===== src/rtl/wfc_pkg.sv =====
// ----------------------------------------------------------------------------
// wfc_pkg
// Shared types, register indexes and helpers of the 3x3 window filter.
// ----------------------------------------------------------------------------
`default_nettype none

package wfc_pkg;

  localparam int MAX_COLS_DEF = 128;
  localparam int MAX_ROWS_DEF = 128;

  localparam int PIX_W  = 16;
  localparam int COEF_W = 16;
  localparam int KROW_W = 48;
  localparam int SUM_W  = 35;
  localparam int POS_W  = 7;
  localparam int IDX_W  = 3;

  localparam logic [IDX_W-1:0] REG_FRAME_ROWS    = 3'd0;
  localparam logic [IDX_W-1:0] REG_FRAME_COLS    = 3'd1;
  localparam logic [IDX_W-1:0] REG_KERNEL_TOP    = 3'd2;
  localparam logic [IDX_W-1:0] REG_KERNEL_MID    = 3'd3;
  localparam logic [IDX_W-1:0] REG_KERNEL_BOTTOM = 3'd4;

  localparam logic [KROW_W-1:0] KERNEL_MID_RST = 48'h0000_0001_0000;

  typedef logic signed [PIX_W-1:0] pix_t;
  typedef logic [2:0][KROW_W-1:0] kern_t;

  // one window column, rows from top to bottom
  typedef struct packed {
    pix_t top;
    pix_t mid;
    pix_t bot;
  } col_t;

  typedef struct packed {
    logic [POS_W-1:0] row;
    logic [POS_W-1:0] col;
    logic             last;
    logic             done;
  } meta_t;

  typedef struct packed {
    logic  rows_bot;
    logic  cols_end;
    meta_t meta;
  } job_t;

  // window index used by kernel index n; clamp replicates the far edge
  function automatic logic [1:0] map_idx(logic clamp, logic [1:0] n);
    logic [1:0] r;
    r = n;
    if (clamp) begin
      r = (n == 2'd0) ? 2'd1 : 2'd2;
    end
    return r;
  endfunction

  function automatic pix_t col_pick(col_t c, logic [1:0] r);
    pix_t p;
    case (r)
      2'd0:    p = c.top;
      2'd1:    p = c.mid;
      default: p = c.bot;
    endcase
    return p;
  endfunction

endpackage

`default_nettype wire


===== src/rtl/wfc_cell.sv =====
// ----------------------------------------------------------------------------
// wfc_cell
// One column of the 3x3 window; takes its neighbor's column on a shift, or
// the new column when a row starts.
// ----------------------------------------------------------------------------
`default_nettype none

module wfc_cell (
  input  logic          clk,
  input  logic          shift_en,
  input  logic          load_all,
  input  wfc_pkg::col_t new_col,
  input  wfc_pkg::col_t prev_col,
  output wfc_pkg::col_t q
);
  import wfc_pkg::*;

  col_t q_r;
  col_t q_nxt;

  always_comb begin
    q_nxt = q_r;
    if (shift_en) begin
      q_nxt = load_all ? new_col : prev_col;
    end
  end

  always_ff @(posedge clk) begin
    q_r <= q_nxt;
  end

  assign q = q_r;

endmodule

`default_nettype wire


===== config.mk =====
export PLATFORM = sky130hd
export DESIGN_NAME = wfc_cell
export DESIGN_NICKNAME = d
export VERILOG_FILES = /design/src/rtl/wfc_pkg.sv /design/src/rtl/wfc_cell.sv
export SDC_FILE = /design/constraint.sdc
export NUM_CORES = 1
export LEC_CHECK = 0
export BUFFER_PORTS_ARGS = -buffer_cell sky130_fd_sc_hd__buf_4
export CAP_MARGIN = 20
export CORE_MARGIN = 2
export CORE_UTILIZATION = 37
export DETAILED_ROUTE_END_ITERATION = 10
export PLACE_DENSITY = 0.79
export SYNTH_ARGS = -nofsm -noshare
export SYNTH_HDL_FRONTEND = slang
export SYNTH_SLANG_ARGS = --single-unit

===== constraint.sdc =====
create_clock -name clk -period 0.9 [get_ports clk]
set_input_delay 0.045 -clock clk [delete_from_list [all_inputs] [get_ports clk]]
set_output_delay 0.045 -clock clk [all_outputs]
set_load 0.02 [all_outputs]

==> results.txt, run 1 <==
Outcome: finished clean
Largest net degree at the start of global routing: 21
Psw: 1.24 mW
Die Y: 79.4 um
Leakage: 1.58 nW
RSZ-0062 raised after global routing: true
Initial antenna violation count: 0
Post-CTS Setup Inserts: 0
Crit path time final: 0.890 ns
Logic gate share of total power: 0.255
Critical Path Start Type: flop
P per Cell Area: 1480 mW/mm2
Highest Signal Layer: met4
Leading area contributor after synthesis: edfxtp_1
Fmax achieved: 1120 MHz
CP cell instances: buf_6
Setup violators final: 0
Layout cell share with drive strength beyond 1: 0.805
Max_cap viols: 0
Vias in the first global route: 1466
Final Hold Fails: 0
List of most frequent post-synthesis cells: edfxtp_1, mux2_2, mux2_4, buf_6, buf_2
Min-delay worst type: primary input to flop
Crit. End Element: output port
CTS buffer count: 5
Register bit total from synthesis: 48
Met3 wire len: 777 um
Worst-path clk slew: 0.08 ns
Root buffer cell: clkbuf_8
Drt initial violations: 37
Dpl cell area: 0.00336 mm2
Final Max Slew Viols: 0
Met1 WL: 1780 um
Switching Share: 0.235
WL met2: 2250 um
Synth warnings: 0
Width of the die: 79.4 um
Syn_area_per_cell: 20.8 um2
Worst path slowest cell: edfxtp_1
Placer congestion estimate: 0.672
WL final: 4850 um
Fillers: 416
Crit path DAT: 0.85 ns
Ys async rst share: 0
Syn-to-layout area delta: 68.9%
Slew margin rel.: 0.878
DPL Wire Length: 3910 um
Peak supply drop: 0.802 mV
Most common cell in the netlist: edfxtp_1
GRT Total Usage: 0.147
CP top delay family: flip-flops
Critical setup path kind: flop to output port
Core ar.: 0.00551 mm2
Fin nets: 355
Mapped Cells: 101
Total Die Area: 0.00630 mm2
Post-DRT Antenna Nets: 0
DR DRC count: 0
Share of Yosys cell area claimed by the top area cell type: 0.686
Avg WL per Cell: 14.8 um
Critical Path Fanout Max: 1
Clk sinks: 48
First-pass GRT wire length: 6840 um
Clk network pwr share: 0.218
Actual slew at the worst max-slew pin: 0.183 ns
Post-CTS Hold Buffers: 0
Pwr Total: 5.27 mW
Ys flop type: edfxtp_1
Seq/Total Area, Yosys: 0.686
Period utilization: 0.989
Routed vias: 1470
Clock Path Buffers: 2
Cell Int Power: 4.03 mW
Post-DR vias/cell: 4.48
H-tree Lvls: 2
CP required: 0.85 ns
Top cells by area, synth: edfxtp_1, mux2_2, mux2_4, buf_6, buf_2
TritonRoute pass-1 iters: 3
Sequential power share: 0.527
Final hold slack: 0.0506 ns
ANT cells: 0
Initial Util: 0.382
Cell Area, Synth: 0.00210 mm2
Count of different cell masters after synthesis: 5
Port Buffer Count: 146
Design Area, Final: 0.00355 mm2
WP buf/inv: 1
Gr ovfl total: 0
Max stage delay on crit path: 0.41 ns
Number of synthesized flops with an enable pin: 48
Site Rows: 27
Syn_nets: 200
Largest register FFs: 48
Post-Route Utilization: 0.644
IO Pins: 147
CTS tree: yes
==> placed cells by master (no fill, tap or decap) <==
cell type  instances
clkinv_1           2
clkbuf_8           5
buf_6             30
edfxtp_1          48
mux2_4            20
buf_12             5
mux2_2            28
buf_4            118
==> repair_timing <==
action / 4_1_cts / 5_1_grt
hold endpoints to repair: 0 / 0
gates resized for setup: 5 / 25
setup endpoints to repair: 5 / 31
==> per-stage QoR <==
| step | worst slack, ns | setup TNS [ns] | cells |
|---|---|---|---|
| 3_3_place_gp | -0.0886 | -3.09 | 321 |
| 3_5_place_dp | -0.0962 | -3.17 | 321 |
| 5_1_grt | -0.0389 | -0.264 | 328 |
| 6_report | 0.00953 | 0 | 328 |
| 2_1_floorplan | 0.0172 | 0 | 101 |
| 4_1_cts | -0.0121 | -0.0173 | 328 |
==> routing by layer <==
metal  vias to the layer above  track usage
met5                         -            0
met4                         0       0.0431
met3                         4       0.0739
met2                       118        0.246
met1                       646        0.164
li1                        702            -
==> power by group through the flow <==
stage                     clock (mW)  sequential, mW  combinational, mW
after floorplan                    0            3.08              0.271
after global placement             0            2.80               1.27
after detailed placement           0            2.80               1.29
after CTS                       1.22            2.76               1.30
after global routing            1.30            2.79               1.42
final                           1.15            2.77               1.34
==> logic make-up (layout without fill, tap and decap cells) <==
| group | Yosys count | count (layout) | share of synthesized area |
|---|---|---|---|
| buffers and inverters | 5 | 160 | 0.0208 |
| DFF | 48 | 48 | 0.686 |
| muxes | 48 | 48 | 0.293 |
==> area by class of cell <==
| class | instances | area (um2) | share of cell area |
|---|---|---|---|
| tap | 72 | 90.1 | 0.0254 |
| sequential | 48 | 1440 | 0.406 |
| clock buffer | 5 | 68.8 | 0.0194 |
| multi-input combinational | 48 | 616 | 0.174 |
| clock inverter | 2 | 7.51 | 0.00212 |
| timing repair buffer | 153 | 1320 | 0.373 |
==> worst paths after layout <==
path         from    end  depth (start not counted)
min   new_col[32]  q[32]                          2
max         q[23]  q[23]                          1
Power figures use the tool's default switching activity.
==> run 2: changes to the inputs <==
--- a/config.mk
+++ b/config.mk
@@ -8,9 +8,10 @@
 export BUFFER_PORTS_ARGS = -buffer_cell sky130_fd_sc_hd__buf_4
 export CAP_MARGIN = 20
 export CORE_MARGIN = 2
-export CORE_UTILIZATION = 37
+export CORE_UTILIZATION = 38
+export CTS_BUF_LIST = sky130_fd_sc_hd__clkbuf_8
 export DETAILED_ROUTE_END_ITERATION = 10
-export PLACE_DENSITY = 0.79
+export PLACE_DENSITY = 0.81
 export SYNTH_ARGS = -nofsm -noshare
 export SYNTH_HDL_FRONTEND = slang
 export SYNTH_SLANG_ARGS = --single-unit
==> run 2 against run 1 <==
The run now ends with negative setup slack left; sequential share of layout area fell by 0.50 points; non-clock buffer count is the same; worst hold slack lost 0.015 ns; sequential power about the same; setup slack got worse by 0.015 ns; largest cell class unchanged; largest power group unchanged.
==> results.txt, run 2 (synthesis results as in run 1) <==
Outcome: finished with violations
Failing checks: negative setup slack
Largest register FFs: 48
Vias in the first global route: 1574
CTS buffer count: 5
Post-Layout Cell Count: 329
RSZ-0062 raised after global routing: true
Drt initial violations: 35
CTS tree: yes
Max stage delay on crit path: 0.41 ns
Crit path time final: 0.905 ns
Post-CTS Hold Buffers: 0
GRT Total Usage: 0.156
Port Buffer Count: 146
DP Cell Count: 321
Setup ws final: -0.00532 ns
DPL Wire Length: 3740 um
Commonest non-fill, non-tap cell in the layout: buf_4
Gr ovfl total: 0
Max_cap viols: 0
Fmax achieved: 1100 MHz
Critical Path Start Type: flop
ANT cells: 0
Clk sinks: 48
CP cell instances: buf_6
Critical Path Fanout Max: 1
Post-CTS Setup Inserts: 0
Fin nets: 355
CP required: 0.85 ns
First-pass GRT wire length: 7150 um
Core ar.: 0.00541 mm2
Routed vias: 1484
P per Cell Area: 1510 mW/mm2
Leakage: 1.59 nW
Post-DR vias/cell: 4.51
Final Max Slew Viols: 0
Layout cell share with drive strength beyond 1: 0.809
Period utilization: 1.01
Commonest non-fill, non-tap cells in the layout: buf_4, edfxtp_1, buf_6
IO Pins: 147
Initial antenna violation count: 0
Largest net degree at the start of global routing: 28
Worst-path clk slew: 0.09 ns
Total Die Area: 0.00614 mm2
Die Y: 78.4 um
Slew margin rel.: 0.900
Actual slew at the worst max-slew pin: 0.150 ns
Final Hold Fails: 0
WL final: 4780 um
Crit path DAT: 0.86 ns
Setup violators final: 1
Site Rows: 27
Critical setup path kind: flop to output port
DR DRC count: 0
Worst path slowest cell: edfxtp_1
Width of the die: 78.4 um
Placer congestion estimate: 0.677
Initial Util: 0.389
Avg WL per Cell: 14.5 um
Clock Path Buffers: 2
TritonRoute pass-1 iters: 3
Crit. End Element: output port
H-tree Lvls: 2
Post-DRT Antenna Nets: 0
Peak supply drop: 0.807 mV
WP buf/inv: 1
Root buffer cell: clkbuf_8
CP top delay family: flip-flops
Pwr Total: 5.41 mW
Syn-to-layout area delta: 70.9%
Min-delay worst type: primary input to flop
run 2: cell types whose count changed in the layout (fill, tap and decap cells not counted), sizes merged:
cell / previous run / this run
clkinv: 2 / 1
clkinvlp: 0 / 2
run 2: cell type report:
| class | instances | area (um2) |
|---|---|---|
| repair buffers | 153 | 1360 |
| well taps | 72 | 90.1 |
| multi-input cells | 48 | 616 |
| clock inverters | 3 | 18.8 |
| clock buffers | 5 | 68.8 |
| fillers | 397 | 1810 |
| flip-flops and latches | 48 | 1440 |
run 2: worst paths after layout:
kind          from  depth (start not counted)     to
max          q[36]                          1  q[36]
min   prev_col[25]                          2  q[25]
run 2: per-layer routing:
metal	up-vias	share of wire	global-route usage
met5	-	0	0
met1	683	0.33	0.169
met2	92	0.54	0.269
met4	0	0.0092	0.0421
met3	6	0.12	0.0805
li1	703	-	-
run 2: report_power, final:
| part | leakage [nW] | switching (mW) | internal [mW] |
|---|---|---|---|
| Clock | 0.0378 | 0.716 | 0.537 |
| Combinational | 1.08 | 0.528 | 0.840 |
| Sequential | 0.470 | 0.0854 | 2.70 |
| Total | 1.59 | 1.33 | 4.08 |
run 2: repair_timing:
item	CTS	global route
resized for setup	13	29
cloned	0	0
endpoints found under the hold margin	0	0
setup endpoints to repair	13	42
run 2: metrics by stage:
step | hold WS, ns | setup WS [ns] | setup TNS [ns] | cell area, um2 | util
floorplan | 0.157 | 0.0172 | 0 | 2100 | -
global placement | 0.346 | -0.0679 | -2.13 | 3350 | 0.619
detailed placement | 0.349 | -0.0802 | -2.29 | 3350 | 0.619
CTS | 0.0290 | -0.0183 | -0.0471 | 3480 | 0.644
global route | 0.0201 | -0.0470 | -0.744 | 3590 | 0.664
finish | 0.0359 | -0.00532 | -0.00532 | 3590 | 0.664
